--- src/rtl/rv32i_instruction_decode_defines.svh ---
// Assertion macros shared by the RV32I instruction decoder RTL.
`ifndef RV32I_INSTRUCTION_DECODE_DEFINES_SVH
`define RV32I_INSTRUCTION_DECODE_DEFINES_SVH

// Checks a condition at every rising edge of clk outside reset.
`define RID_ASSERT_HOLDS(lbl, cond, msg) \
  lbl: assert property (@(posedge clk) disable iff (!rst_n) (cond)) else $error(msg);

// Checks that a trigger implies a consequence in the next cycle, outside reset.
`define RID_ASSERT_NEXT(lbl, trig, cons, msg) \
  lbl: assert property (@(posedge clk) disable iff (!rst_n) (trig) |=> (cons)) \
    else $error(msg);

`endif

--- src/rtl/rid_pkg.sv ---
// Types and constants shared by the RV32I instruction decoder.
package rid_pkg;

  localparam logic [6:0] OPC_LOAD   = 7'h03;
  localparam logic [6:0] OPC_IMM    = 7'h13;
  localparam logic [6:0] OPC_AUIPC  = 7'h17;
  localparam logic [6:0] OPC_STORE  = 7'h23;
  localparam logic [6:0] OPC_REG    = 7'h33;
  localparam logic [6:0] OPC_LUI    = 7'h37;
  localparam logic [6:0] OPC_BRANCH = 7'h63;
  localparam logic [6:0] OPC_JALR   = 7'h67;
  localparam logic [6:0] OPC_JAL    = 7'h6F;

  localparam logic [6:0] USER_OPCODE_RESET = 7'd11;

  localparam logic [6:0] FUNCT7_BASE = 7'h00;
  localparam logic [6:0] FUNCT7_ALT  = 7'h20;
  localparam logic [5:0] SHIFT_TOP_SRL = 6'h00;
  localparam logic [5:0] SHIFT_TOP_SRA = 6'h10;

  typedef enum logic [1:0] {
    ST_OK      = 2'd0,
    ST_USER    = 2'd1,
    ST_ILLEGAL = 2'd2
  } status_t;

  typedef enum logic [5:0] {
    OP_LUI   = 6'd0,  OP_UPPER_PC = 6'd1,  OP_JAL   = 6'd2,  OP_JALR  = 6'd3,
    OP_BEQ   = 6'd4,  OP_BNE   = 6'd5,  OP_BLT   = 6'd6,  OP_BGE   = 6'd7,
    OP_BLTU  = 6'd8,  OP_BGEU  = 6'd9,  OP_LB    = 6'd10, OP_LH    = 6'd11,
    OP_LW    = 6'd12, OP_LBU   = 6'd13, OP_LHU   = 6'd14, OP_SB    = 6'd15,
    OP_SH    = 6'd16, OP_SW    = 6'd17, OP_ADDI  = 6'd18, OP_SLTI  = 6'd19,
    OP_SLTIU = 6'd20, OP_XORI  = 6'd21, OP_ORI   = 6'd22, OP_ANDI  = 6'd23,
    OP_SLLI  = 6'd24, OP_SRLI  = 6'd25, OP_SRAI  = 6'd26, OP_ADD   = 6'd27,
    OP_SUB   = 6'd28, OP_SLL   = 6'd29, OP_SLT   = 6'd30, OP_SLTU  = 6'd31,
    OP_XOR   = 6'd32, OP_SRL   = 6'd33, OP_SRA   = 6'd34, OP_OR    = 6'd35,
    OP_AND   = 6'd36
  } op_kind_t;

  typedef struct packed {
    logic [31:0] instruction;
    logic [31:0] pc;
    logic [31:0] rs1_value;
    logic [31:0] rs2_value;
  } dec_req_t;

  typedef struct packed {
    status_t     status;
    op_kind_t    op_kind;
    logic [31:0] operand_a;
    logic [31:0] operand_b;
    logic [31:0] offset;
    logic [31:0] pc_out;
    logic [4:0]  dest_reg;
  } dec_rsp_t;

endpackage

--- src/rtl/rv32i_instruction_decode.sv ---
// Top level of the RV32I instruction decoder with its request and result registers.

// The decoder takes one request per clock cycle while in_stall is low: the request is
// captured in an input register, decoded by a single pass of combinational logic, and
// written to the result register when the result side does not hold it. The two
// registers let a new instruction enter while the previous result waits, and a stall
// on the result side propagates back to in_stall only when both registers are full.
// The user must write the user-defined major opcode through the cfg port only while
// the decoder is idle; the block itself does not enforce this. It resets to 11 and
// always takes priority over the standard opcodes.
`include "rv32i_instruction_decode_defines.svh"

module rv32i_instruction_decode
  import rid_pkg::*;
(
  input  logic     clk,
  input  logic     rst_n,
  input  logic     in_valid,
  output logic     in_stall,
  input  dec_req_t in_data,
  output logic     out_valid,
  input  logic     out_stall,
  output dec_rsp_t out_data,
  input  logic     cfg_valid,
  output logic     cfg_ready,
  input  logic     [6:0] cfg_data
);

  logic       [6:0] user_opcode_r;
  logic       req_valid_r;
  dec_req_t   req_r;
  logic       out_valid_r;
  dec_rsp_t   out_r;
  dec_rsp_t   out_nxt;
  logic       out_hold;
  logic       req_hold;

  logic [31:0] word;
  logic [6:0]  opc;
  logic [2:0]  f3;
  logic [6:0]  f7;
  logic [4:0]  rd;
  logic [5:0]  shift_top;
  logic [31:0] imm_i;
  logic [31:0] imm_u;
  logic [31:0] imm_s;
  logic [31:0] imm_b;
  logic [31:0] imm_j;
  logic [31:0] imm_sh;

  logic        cfg_we;
  logic        chk_reject;
  logic        chk_no_dest;

  assign out_hold  = out_valid_r && out_stall;
  assign req_hold  = req_valid_r && out_hold;
  assign in_stall  = req_hold;
  assign out_valid = out_valid_r;
  assign out_data  = out_r;
  assign cfg_ready = 1'b1;

  assign word      = req_r.instruction;
  assign opc       = word[6:0];
  assign f3        = word[14:12];
  assign f7        = word[31:25];
  assign rd        = word[11:7];
  assign shift_top = word[31:26];
  assign imm_i     = {{20{word[31]}}, word[31:20]};
  assign imm_u     = {12'd0, word[31:12]};
  assign imm_s     = {{20{word[31]}}, word[31:25], word[11:7]};
  assign imm_b     = {{19{word[31]}}, word[31], word[7], word[30:25], word[11:8], 1'b0};
  assign imm_j     = {{11{word[31]}}, word[31], word[19:12], word[20], word[30:21], 1'b0};
  assign imm_sh    = {26'd0, word[25:20]};

  always_comb begin
    logic     illegal;
    op_kind_t kind;
    dec_rsp_t rsp;
    illegal       = 1'b0;
    kind          = OP_ADD;
    rsp           = '0;
    rsp.pc_out    = req_r.pc;
    case (opc)
      OPC_REG: begin
        rsp.operand_a = req_r.rs1_value;
        rsp.operand_b = req_r.rs2_value;
        rsp.dest_reg  = rd;
        if (f7 == FUNCT7_BASE) begin
          case (f3)
            3'd0:    kind = OP_ADD;
            3'd1:    kind = OP_SLL;
            3'd2:    kind = OP_SLT;
            3'd3:    kind = OP_SLTU;
            3'd4:    kind = OP_XOR;
            3'd5:    kind = OP_SRL;
            3'd6:    kind = OP_OR;
            default: kind = OP_AND;
          endcase
        end else if (f7 == FUNCT7_ALT && f3 == 3'd0) begin
          kind = OP_SUB;
        end else if (f7 == FUNCT7_ALT && f3 == 3'd5) begin
          kind = OP_SRA;
        end else begin
          illegal = 1'b1;
        end
      end
      OPC_IMM: begin
        rsp.operand_a = req_r.rs1_value;
        rsp.operand_b = imm_i;
        rsp.dest_reg  = rd;
        case (f3)
          3'd0:    kind = OP_ADDI;
          3'd1: begin
            kind          = OP_SLLI;
            rsp.operand_b = imm_sh;
          end
          3'd2:    kind = OP_SLTI;
          3'd3:    kind = OP_SLTIU;
          3'd4:    kind = OP_XORI;
          3'd5: begin
            rsp.operand_b = imm_sh;
            if (shift_top == SHIFT_TOP_SRA) begin
              kind = OP_SRAI;
            end else if (shift_top == SHIFT_TOP_SRL) begin
              kind = OP_SRLI;
            end else begin
              illegal = 1'b1;
            end
          end
          3'd6:    kind = OP_ORI;
          default: kind = OP_ANDI;
        endcase
      end
      OPC_LUI, OPC_AUIPC: begin
        kind          = (opc == OPC_LUI) ? OP_LUI : OP_UPPER_PC;
        rsp.operand_a = imm_u;
        rsp.offset    = imm_u;
        rsp.dest_reg  = rd;
      end
      OPC_JAL: begin
        kind          = OP_JAL;
        rsp.operand_a = imm_j;
        rsp.offset    = imm_j;
        rsp.dest_reg  = rd;
      end
      OPC_JALR: begin
        kind          = OP_JALR;
        rsp.operand_a = req_r.rs1_value;
        rsp.operand_b = imm_i;
        rsp.dest_reg  = rd;
      end
      OPC_BRANCH: begin
        rsp.operand_a = req_r.rs1_value;
        rsp.operand_b = req_r.rs2_value;
        rsp.offset    = imm_b;
        case (f3)
          3'd0:    kind = OP_BEQ;
          3'd1:    kind = OP_BNE;
          3'd4:    kind = OP_BLT;
          3'd5:    kind = OP_BGE;
          3'd6:    kind = OP_BLTU;
          3'd7:    kind = OP_BGEU;
          default: illegal = 1'b1;
        endcase
      end
      OPC_STORE: begin
        rsp.operand_a = req_r.rs1_value;
        rsp.operand_b = req_r.rs2_value;
        rsp.offset    = imm_s;
        case (f3)
          3'd0:    kind = OP_SB;
          3'd1:    kind = OP_SH;
          3'd2:    kind = OP_SW;
          default: illegal = 1'b1;
        endcase
      end
      OPC_LOAD: begin
        rsp.operand_a = req_r.rs1_value;
        rsp.operand_b = imm_i;
        rsp.offset    = imm_i;
        rsp.dest_reg  = rd;
        case (f3)
          3'd0:    kind = OP_LB;
          3'd1:    kind = OP_LH;
          3'd2:    kind = OP_LW;
          3'd4:    kind = OP_LBU;
          3'd5:    kind = OP_LHU;
          default: illegal = 1'b1;
        endcase
      end
      default: illegal = 1'b1;
    endcase
    rsp.op_kind = kind;
    rsp.status  = ST_OK;
    if (opc == user_opcode_r) begin
      rsp        = '0;
      rsp.status = ST_USER;
    end else if (illegal) begin
      rsp        = '0;
      rsp.status = ST_ILLEGAL;
    end
    out_nxt = rsp;
  end

  always_ff @(posedge clk) begin
    if (!rst_n) begin
      user_opcode_r <= USER_OPCODE_RESET;
      req_valid_r   <= 1'b0;
      out_valid_r   <= 1'b0;
    end else begin
      if (cfg_valid && cfg_ready) begin
        user_opcode_r <= cfg_data;
      end
      if (!req_hold) begin
        req_valid_r <= in_valid;
      end
      if (!out_hold) begin
        out_valid_r <= req_valid_r;
      end
    end
  end

  always_ff @(posedge clk) begin
    if (!req_hold && in_valid) begin
      req_r <= in_data;
    end
    if (!out_hold && req_valid_r) begin
      out_r <= out_nxt;
    end
  end

  assign cfg_we      = cfg_valid && cfg_ready;
  assign chk_reject  = !out_valid_r || (out_r.status == ST_OK) ||
                       ((out_r.operand_a == 32'd0) && (out_r.operand_b == 32'd0) &&
                        (out_r.offset == 32'd0) && (out_r.pc_out == 32'd0) &&
                        (out_r.dest_reg == 5'd0));
  assign chk_no_dest = !out_valid_r || (out_r.status != ST_OK) ||
                       (out_r.dest_reg == 5'd0) ||
                       !(((out_r.op_kind >= OP_BEQ) && (out_r.op_kind <= OP_BGEU)) ||
                         ((out_r.op_kind >= OP_SB) && (out_r.op_kind <= OP_SW)));

  `RID_ASSERT_NEXT(a_req_moves_on, req_valid_r && !out_hold, out_valid_r, "Request lost.")
  `RID_ASSERT_NEXT(a_cfg_written, cfg_we, user_opcode_r == $past(cfg_data), "Config lost.")
  `RID_ASSERT_HOLDS(a_reject_zero, chk_reject, "Rejected result carries fields.")
  `RID_ASSERT_HOLDS(a_no_dest, chk_no_dest, "Branch or store has a destination.")

endmodule

--- config.mk ---
export PLATFORM = sky130hd
export DESIGN_NAME = rv32i_instruction_decode
export DESIGN_NICKNAME = d
export VERILOG_FILES = /design/src/rtl/rid_pkg.sv /design/src/rtl/rv32i_instruction_decode.sv
export VERILOG_INCLUDE_DIRS = /design/src /design/src/rtl
export SDC_FILE = /design/constraint.sdc
export NUM_CORES = 1
export LEC_CHECK = 0
export BUFFER_PORTS_ARGS = -buffer_cell sky130_fd_sc_hd__buf_2
export CAP_MARGIN = 40
export CORE_AREA = 5 5 202 204
export DETAILED_ROUTE_END_ITERATION = 7
export DIE_AREA = 0 0 207 209
export PLACE_DENSITY_LB_ADDON = 0.12
export SLEW_MARGIN = 20
export SYNTH_ARGS = -nofsm -noshare
export SYNTH_HDL_FRONTEND = slang
export SYNTH_SLANG_ARGS = --single-unit
--- constraint.sdc ---
create_clock -name clk -period 10.55 [get_ports clk]
set_input_delay 1.055 -clock clk [delete_from_list [all_inputs] [get_ports clk]]
set_output_delay 1.055 -clock clk [all_outputs]
set_load 0.05 [all_outputs]
==> qor.yml, run 1 <==
sta:
  whs_ns: 0.5144
  finalSetupViolCount: 0
  clock_skew_ns: 0.02585
  rsz0062_at_grt: "false"
  postLayoutSetupSlackWorst_ns: 7.024
  hold_violations: 0
  finalMaxSlewViolations: 0
  setup_tns_ns: 0
  slew_headroom_pct: 40.13
  finalCriticalPeriod_ns: 3.526
  period_share_pct: 33.42
  fmax_mhz: 283.6
  worst_slew_pin_slew_ns: 0.8981
pwr:
  pwr_density_cell_mw_per_mm2: 173.1
  cellLeakagePower_nw: 4.676
  total_power_mw: 2.452
  irDropWorstVdd_mv: 0.1211
route:
  antenna_left: 0
  wl_per_cell_um: 22.68
  vias: 7314
  drc_errors: 0
  first_iter_violations: 622
  routed_wirelength_mm: 34.52
  vias_per_cell: 4.806
  first_pass_iters: 6
clocking:
  cts.path.max_buffers: 3
  cts_hold_buf: 0
  cts_tree: "done"
  insertion_delay_ns: 0.57
  clock-sinks: 267
  post_cts_resized: 0
  cts.clk_slew.worst_paths_ns: 0.06
  cts_setup_buffers: 0
  htree_levels: 1
  ctsRootBufferMaster: "clkbuf_16"
  cts_made_buffers: 31
finish:
  final-instance-count-excl-fill: 1522
  stdcell_area_mm2: 0.01416
  layout_commonest_cell: "buf_2"
  final_cell_mix: "buf_2, edfxtp_1, nor3_2, a21oi_1, clkbuf_16"
  final_nets: 1115
  syn_to_final_growth_pct: 23.93
  fin_util_pct: 36.23
  drive_above_1_share_pct: 46.99
hold_path:
  hold_depth: 2
  hold_path_class: "register to register"
critical_path:
  crit_top_cell: "buf_4"
  critical_path.max_fanout: 48
  reg2regPathDepth: 7
  max_stage_delay_ns: 0.73
  cp_slowest_cell: "buf_4"
  worstSetupPathType: "register to register"
  start_kind: "register"
  cp.arrival_ns: 3.80
  cp.required_ns: 10.83
  cp_cell_sequence: "nor3b_4 -> nand3_1 -> a21o_1 -> o211ai_4 -> buf_4 -> buf_4 -> nor3b_1"
  worst_setup_path_end_kind: "register"
grt:
  antenna_found_initial: 8
  grt_max_degree: 129
  overflow: 0
  grt_pass1_vias: 7426
  grt.total_usage_pct: 15.20
  grt_first_pass_wirelength_mm: 50.65
floorplan:
  die_w_um: 207
  rows: 73
  fp.dieArea_mm2: 0.04326
  io_pins: 284
  coreArea_mm2: 0.03909
  die_h_um: 209
  start_util_pct: 29.23
run_status:
  status: "finished, final reports clean"
placement:
  port_buffers: 282
  dpl.hpwl_mm: 22.67
  dpl_worst_slack_ns: 6.976
  placed_cell_area_mm2: 0.01323
  gp_congestion: 0.7863
  dp.cells: 1464
yosys:
  synth_warnings: 0
  yosys.cell_types.count: 70
  yosysSeqAreaShare_pct: 69.37
  synth_area_per_cell_um2: 15.92
  synth-seq-cells: 267
  synth_ff_type: "edfxtp_1"
  synth_nets: 858
  synthArstFlopShare_pct: 0
  syn-instance-count: 718
  synthesis.area_mm2: 0.01143
  synth_edf_count: 258
flow_run:
  drv_cap: 0
sequential cells by signal (all words and copies together) (netlist names):
signal / cells
req_r: 96
word: 32
user_opcode_r: 7
req_valid_r: 1
out_valid: 1
out_data: 130
area by class of cell:
cell class | instances | area (µm²)
clock inverters | 15 | 67.56
multi-input cells | 370 | 3065
fillers | 3853 | 24930
repair buffers | 302 | 1625
clock buffers | 39 | 805.8
well taps | 525 | 656.9
diodes | 1 | 2.502
inverters | 3 | 11.26
flip-flops and latches | 267 | 7928
metal layers:
| layer | vias up | routed length, µm | GRT usage (%) |
|---|---|---|---|
| met5 | - | 90 | 0 |
| met4 | 14 | 570 | 2.759 |
| met3 | 51 | 3134 | 5.900 |
| met2 | 284 | 16110 | 24.19 |
| met1 | 3610 | 14620 | 20.07 |
| li1 | 3355 | - | - |
worst max-delay path, delay by kind of cell, from the launching register on:
kind	cells	cell delay, ns
and+or+nand+nor	3	0.78
buffers and inverters	2	1.40
DFF	1	0.71
AOI/OAI and AO/OA	2	0.32
power breakdown:
group / switching, mW / internal (mW) / leakage (nW) / total [mW]
clock: 0.419 / 0.532 / 0.421 / 0.951
combinational: 0.179 / 0.0604 / 1.79 / 0.240
sequential: 0.0366 / 1.22 / 2.47 / 1.26
total: 0.635 / 1.82 / 4.68 / 2.45
path summary, 6_finish.rpt:
path / start / endpoint / slack, ns
min reg2reg: req_valid_r / out_valid / 0.51
max: word[6] / out_data[10] / 7.02
max reg2reg: word[6] / out_data[10] / 7.02
min: req_valid_r / out_valid / 0.51
cells in the mapped netlist, drive strengths merged (7+ instances only):
cell type | count | area share, %
a22oi | 21 | 1.4
edfxtp | 258 | 68
clkbuf | 26 | 0.85
nand2b | 8 | 0.44
buf | 52 | 3.3
a222oi | 16 | 1.4
mux2i | 7 | 0.61
nor2 | 7 | 0.23
nand2 | 18 | 0.59
nor3b | 33 | 3.0
nor3 | 99 | 8.5
dfxtp | 9 | 1.6
a21oi | 50 | 2.2
nor2b | 12 | 0.66
a221oi | 12 | 0.92
cell families (layout without fill, tap and decap cells):
logic type / after synthesis / count (layout) / synth area share (%)
AO/OA/AOI/OAI: 145 / 145 / 9.405
XOR/XNOR: 9 / 9 / 0.6898
buffers and inverters: 81 / 359 / 4.292
flip-flops: 267 / 267 / 69.37
multiplexers: 8 / 8 / 0.7117
other: 1 / 2 / 0.03282
AND/OR/NAND/NOR: 207 / 207 / 15.49
Power figures use the tool's default switching activity.
==> run 2: changes to the inputs <==
--- a/config.mk
+++ b/config.mk
@@ -6,11 +6,12 @@
 export SDC_FILE = /design/constraint.sdc
 export NUM_CORES = 1
 export LEC_CHECK = 0
+export ABC_AREA = 1
 export BUFFER_PORTS_ARGS = -buffer_cell sky130_fd_sc_hd__buf_2
 export CAP_MARGIN = 40
-export CORE_AREA = 5 5 202 204
+export CORE_AREA = 5 5 194 196
 export DETAILED_ROUTE_END_ITERATION = 7
-export DIE_AREA = 0 0 207 209
+export DIE_AREA = 0 0 199 201
 export PLACE_DENSITY_LB_ADDON = 0.12
 export SLEW_MARGIN = 20
 export SYNTH_ARGS = -nofsm -noshare
==> constraint.sdc (replaced) <==
create_clock -name clk -period 3 [get_ports clk]
set_input_delay 0.3 -clock clk [delete_from_list [all_inputs] [get_ports clk]]
set_output_delay 0.3 -clock clk [all_outputs]
set_load 0.05 [all_outputs]
==> qor.yml, run 2 <==
yosys:
  syn-instance-count: 810  # +13%
  yosysSeqAreaShare_pct: 74.89  # +5.5 points
  yosysTopAreaCellShare_pct: 73.19  # +5.4 points
  synth-seq-cells: 267  # unchanged
  yosys.cell_types.count: 31  # -56%
  synth_nets: 950  # +11%
  yosysTopAreaCell: "edfxtp_1"
  synth.most_common_cell: "edfxtp_1"
  synth_edf_count: 258  # unchanged
  synth.cells.most_frequent: "edfxtp_1, nor2_1, nand2_1"
  synth_area_per_cell_um2: 13.07  # -18%
  synthesis.area_mm2: 0.01059  # -7.4%
  synthArstFlopShare_pct: 0  # unchanged
  synthTopCellsByArea: "edfxtp_1, nor2_1, nand2_1"
  synth_warnings: 0  # unchanged
  synth_ff_type: "edfxtp_1"
placement:
  placed_cell_area_mm2: 0.01248  # -5.6%
  dpl.hpwl_mm: 20.74  # -8.5%
  dpl_worst_slack_ns: 0.4385  # -6.537 ns
  gp_congestion: 0.8566  # +8.9%
  port_buffers: 282  # unchanged
hold_path:
  hold_depth: 3  # +1
  hold_path_end: "req_valid_r"
  hold_path_class: "input pin to register"
  hold_start: "in_valid"
floorplan:
  fp.dieArea_mm2: 0.04000  # -7.5%
  io_pins: 284  # unchanged
  start_util_pct: 29.48  # +0.25 points
  rows: 70  # -4.1%
  coreArea_mm2: 0.03591  # -8.1%
  die_w_um: 199  # -3.9%
  die_h_um: 201  # -3.8%
grt:
  busiest_layer: "met2"
  grt_use_met3_pct: 3.139  # -2.8 points
  grt.total_usage_pct: 14.66  # -0.53 points
  gr-usage-met2_pct: 23.81  # -0.38 points
  grt_first_pass_wirelength_mm: 45.63  # -9.9%
  overflow: 0  # unchanged
  grt_pass1_vias: 7675  # +3.4%
  use_met1_pct: 19.38  # -0.68 points
  grt_max_degree: 74  # -43%
  antenna_found_initial: 1  # -7
finish:
  layout_commonest_cell: "buf_2"
  diodes: 0  # -1
  largest_reg_flops: 130  # unchanged
  final_cell_mix: "buf_2, edfxtp_1, nor2_1, dlygate4sd3_1, nand2_1"
  syn_to_final_growth_pct: 40.01
  drive_above_1_share_pct: 31.14  # -16 points
  stdcell_area_mm2: 0.01482  # +4.6%
  final_nets: 1375  # +23%
clocking:
  post_cts_resized: 0  # unchanged
  cts_setup_buffers: 0  # unchanged
  cts.clk_slew.worst_paths_ns: 0.06  # about the same
  ctsRootBufferMaster: "clkbuf_16"
  clock-sinks: 267  # unchanged
  insertion_delay_ns: 0.55  # -0.02 ns
  cts_tree: "done"
  cts_hold_buf: 138  # +138
  htree_levels: 1  # unchanged
  cts.path.max_buffers: 3  # unchanged
  cts_made_buffers: 30  # -3.2%
critical_path:
  worst_r2r_startpoint: "word[6]"
  worstSetupPathType: "register to register"
  max_stage_delay_ns: 0.55  # -0.18 ns
  worstSetupStartpoint: "word[6]"
  cp_slowest_cell: "edfxtp_1"
  start_kind: "register"
  cp_cell_sequence: "inv_2 -> nand3_1 -> nor2_2 -> inv_1 -> o21ai_2 -> nand2_2 -> a21oi_1"
  rrSetupSlack_ns: 0.46  # -6.56 ns
  worst_setup_path_end_kind: "register"
  critical_path.max_fanout: 21  # -56%
  reg2regPathDepth: 7  # unchanged
  cp.required_ns: 3.39  # -7.44 ns
  reg2reg_to: "out_data[100]"
  cp.arrival_ns: 2.93  # -0.87 ns
pwr:
  pwr_density_cell_mw_per_mm2: 584.1  # +240%
  irDropWorstVdd_mv: 0.4159  # +240%
  total_power_mw: 8.656  # +250%
  cellLeakagePower_nw: 5.994  # +28%
flow_run:
  drv_cap: 0  # unchanged
sta:
  slew_headroom_pct: 47.78  # +7.7 points
  rsz0062_at_grt: "false"
  period_share_pct: 84.56  # +51 points
  worst_slew_pin_slew_ns: 0.7816  # -0.1165 ns
  whs_ns: 0.04484  # -0.4696 ns
  clock_skew_ns: 0.008725  # -0.01713 ns
  finalCriticalPeriod_ns: 2.537  # -0.9886 ns
  postLayoutSetupSlackWorst_ns: 0.4631  # -6.561 ns
  hold_violations: 0  # unchanged
  finalMaxSlewViolations: 0  # unchanged
  setup_tns_ns: 0  # unchanged
  finalSetupViolCount: 0  # unchanged
  fmax_mhz: 394.2  # +39%
route:
  vias: 7474  # +2.2%
  first_pass_iters: 4  # -2
  wl_per_cell_um: 17.44  # -23%
  first_iter_violations: 318  # -49%
  vias_per_cell: 4.328  # -9.9%
  drc_errors: 0  # unchanged
  antenna_left: 0  # unchanged
  routed_wirelength_mm: 30.11  # -13%
run_status:
  status: "finished, final reports clean"
-- run 2: cell count changes in the layout (fill, tap and decap cells not counted), sizes merged, moves of 16 or more --
cell         previous run  this run
nor3                   99        11
inv                     4        75
a21oi                  50        66
dlygate4sd3             0       138
nand2                  18       100
nand3                   4        29
nor2                    7       160
a222oi                 16         0
nor3b                  33         0
-- run 2: cell type report --
class	count	area, µm²
fill	3478	21090
sequential	267	7931
timing repair buffer	434	2973
multi-input combinational	426	2085
clock buffer	37	798.3
tap	468	585.6
inverter	76	289.0
clock inverter	19	158.9
-- run 2: stage by stage --
stage / instances / util (%)
after global routing: 1727 / 41.27
after global placement: 1533 / 34.76
final: 1727 / 41.27
after floorplan: 810 / -
after CTS: 1727 / 41.27
after detailed placement: 1533 / 34.76
-- run 2: where the power goes --
group / switching (mW) / internal (mW) / leakage [nW]
clock: 1.45 / 2.13 / 0.465
sequential: 0.0682 / 4.26 / 2.68
combinational: 0.473 / 0.279 / 2.85
total: 1.99 / 6.67 / 5.99
-- run 2: worst max path at each step --
| stage | slack (ns) | to |
|---|---|---|
| 3_5_place_dp | 0.44 | out_data[100] |
| 2_1_floorplan | -0.27 | req_r[0] |
| 4_1_cts | 0.42 | out_data[100] |
| 5_1_grt | 0.22 | out_data[100] |
| 3_3_place_gp | 0.45 | out_data[99] |
| 6_report | 0.46 | out_data[100] |
-- run 2: critical path, delay by kind of cell (launching register included) --
family | cells | cell delay, ns
AOI/OAI and AO/OA | 2 | 0.69
DFF | 1 | 0.55
buffers and inverters | 2 | 0.32
and+or+nand+nor | 3 | 0.79
-- run 2: kinds of logic (layout without fill, tap and decap cells) --
family                    count (synthesis)  count (layout)  synth area share, %
and+or+nand+nor                         306             306                11.94
other                                     1               1              0.03543
xor gates and xnor gates                  7               7               0.5792
buffers and inverters                   117             566                5.686
DFF                                     267             267                74.89
AOI/OAI and AO/OA                       112             112                6.868
-- run 2: metal layers --
metal	vias up	wire length, µm
li1	3658	-
met1	3537	12920
met2	217	14240
met3	60	1898
met4	2	1045
met5	-	13
==> run 3: changes to the inputs <==
==> constraint.sdc (replaced) <==
create_clock -name clk -period 2.65 [get_ports clk]
set_input_delay 0.265 -clock clk [delete_from_list [all_inputs] [get_ports clk]]
set_output_delay 0.265 -clock clk [all_outputs]
set_load 0.05 [all_outputs]
==> qor.yml, run 3 (synthesis gave the netlist of run 2 again) <==
run_status:
  status: "finished, final reports clean"
sta:
  hold_violations: 0  # unchanged
  worst_slew_pin_slew_ns: 0.5997  # -0.1819 ns
  setup_tns_ns: 0  # unchanged
  finalSetupViolCount: 0  # unchanged
  fmax_mhz: 441.6  # +12%
  postLayoutSetupSlackWorst_ns: 0.3853  # -0.07777 ns
  clock_skew_ns: 0.009302  # +0.0005768 ns
  whs_ns: 0.3979  # +0.3530 ns
  finalCriticalPeriod_ns: 2.265  # -0.2722 ns
  period_share_pct: 85.46  # +0.90 points
  finalMaxSlewViolations: 0  # unchanged
  rsz0062_at_grt: "false"
  slew_headroom_pct: 60.02  # +12 points
route:
  vias_per_cell: 4.349  # +0.50%
  drc_errors: 0  # unchanged
  first_iter_violations: 432  # +36%
  vias: 7633  # +2.1%
  routed_wirelength_mm: 30.76  # +2.1%
  first_pass_iters: 5  # +1
  wl_per_cell_um: 17.53  # +0.52%
  antenna_left: 0  # unchanged
finish:
  largest_reg_flops: 130  # unchanged
  drive_above_1_share_pct: 31.96  # +0.82 points
  stdcell_area_mm2: 0.01509  # +1.8%
  seq_area_mm2: 0.007931  # unchanged
  final_nets: 1401  # +1.9%
  nFillCells: 3480  # +0.058%
  final-instance-count-excl-fill: 1755  # +1.6%
  final_cell_mix: "buf_2, edfxtp_1, nor2_1, dlygate4sd3_1, nand2_1"
  syn_to_final_growth_pct: 42.53
  layout_commonest_cell: "buf_2"
  multi_input_area_mm2: 0.002085  # unchanged
  fin_util_pct: 42.01  # +0.74 points
placement:
  gp_congestion: 0.8517  # -0.57%
  dpl.hpwl_mm: 21.00  # +1.3%
  dpl_worst_slack_ns: 0.4015  # -0.03706 ns
  dp.cells: 1547  # +0.91%
  placed_cell_area_mm2: 0.01262  # +1.1%
  port_buffers: 282  # unchanged
grt:
  grt.total_usage_pct: 14.84  # +0.18 points
  gr-usage-met2_pct: 25.57  # +1.8 points
  busiest_layer: "met2"
  use_met1_pct: 18.71  # -0.67 points
  grt_max_degree: 90  # +22%
  antenna_found_initial: 2  # +1
  overflow: 0  # unchanged
  grt_first_pass_wirelength_mm: 46.12  # +1.1%
  grt_pass1_vias: 7789  # +1.5%
  grt_use_met3_pct: 3.810  # +0.67 points
critical_path:
  critical_path.max_fanout: 25  # +19%
  worstSetupPathType: "register to register"
  reg2regPathDepth: 10  # +3
  cp_slowest_cell: "edfxtp_1"
  cp.arrival_ns: 2.58  # -0.35 ns
  cp.required_ns: 2.96  # -0.43 ns
  worstPathBufferInverterCount: 3  # +1
  path_delay_family: "simple AND/OR/NAND/NOR gates"
  cp_cell_sequence: "inv_2 -> nand2_1 -> nor2_4 -> nand2_1 -> nor2_4 -> nand3_1 -> nand4_1 -> buf_12 -> buf_12 -> a21oi_2"
  start_kind: "register"
  max_stage_delay_ns: 0.46  # -0.09 ns
  worst_setup_path_end_kind: "register"
  worst-path-stages: 10  # +3
pwr:
  p_sw_share_pct: 23.99  # +1.0 points
  p_sw_mw: 2.369  # +19%
  irDropWorstVdd_mv: 0.5865  # +41%
  combPwrFrac_pct: 9.0  # +0.3 points
  internal_power_mw: 7.507  # +13%
  total_power_mw: 9.875  # +14%
  cellLeakagePower_nw: 6.127  # +2.2%
  p_seq_share_pct: 49.7  # -0.3 points
  pwr_density_cell_mw_per_mm2: 654.6  # +12%
  clkPwrFrac_pct: 41.4  # about the same
clocking:
  cts.path.max_buffers: 3  # unchanged
  cts.clk_slew.worst_paths_ns: 0.06  # about the same
  cts_setup_buffers: 0  # unchanged
  cts_made_buffers: 31  # +3.3%
  cts_tree: "done"
  clock-sinks: 267  # unchanged
  post_cts_resized: 0  # unchanged
  ctsRootBufferMaster: "clkbuf_16"
  insertion_delay_ns: 0.57  # +0.02 ns
  cts_hold_buf: 149  # +8.0%
  htree_levels: 1  # unchanged
floorplan:
  fp.dieArea_mm2: 0.04000  # unchanged
  start_util_pct: 29.48  # unchanged
  io_pins: 284  # unchanged
  die_h_um: 201  # unchanged
  coreArea_mm2: 0.03591  # unchanged
  die_w_um: 199  # unchanged
  rows: 70  # unchanged
hold_path:
  hold_path_class: "input pin to register"
  hold_depth: 2  # -1
flow_run:
  drv_cap: 0  # unchanged
run 3: cell count changes in the layout (fill, tap and decap cells not counted), moves of 2 or more:
cell	change
clkinv_2	+2
buf_12	+3
clkinv_1	-2
dlygate4sd3_1	+11
clkinvlp_4	+3
buf_4	+11
run 3: metal layers:
metal  wire [µm]  up-vias
met2       14970      256
li1            -     3710
met3        2324       47
met4         771        2
met5          12        -
met1       12680     3618
run 3: worst register-to-register path, delay by kind of cell, from the launching register on:
| kind | cells | cell delay, ns |
|---|---|---|
| compound gates | 1 | 0.07 |
| buf+inv | 3 | 0.50 |
| simple gates | 6 | 0.97 |
| flops | 1 | 0.46 |
run 3: worst paths after layout:
| kind | startpoint | end | slack [ns] |
|---|---|---|---|
| setup / recovery | word[3] | out_data[87] | 0.39 |
| hold reg to reg | req_r[83] | out_data[24] | 0.54 |
| hold / removal | in_data[107] | word[11] | 0.40 |
| setup reg to reg | word[3] | out_data[87] | 0.39 |
run 3: power groups by stage:
stage | Combinational (mW) | Sequential, mW | Clock (mW)
finish | 0.884 | 4.90 | 4.09
global route | 0.955 | 4.92 | 4.40
CTS | 0.895 | 4.90 | 4.23
detailed placement | 0.713 | 4.99 | 0
global placement | 0.710 | 4.99 | 0
floorplan | 0.258 | 5.16 | 0
run 3: area by class of cell:
type                    count  share of cell area (%)
inverters                  76                   1.916
clock inverters            22                   1.153
well taps                 468                   3.881
clock buffers              36                   5.266
diodes                      1                 0.01659
repair buffers            459                   21.38
flip-flops and latches    267                   52.57
multi-input cells         426                   13.82
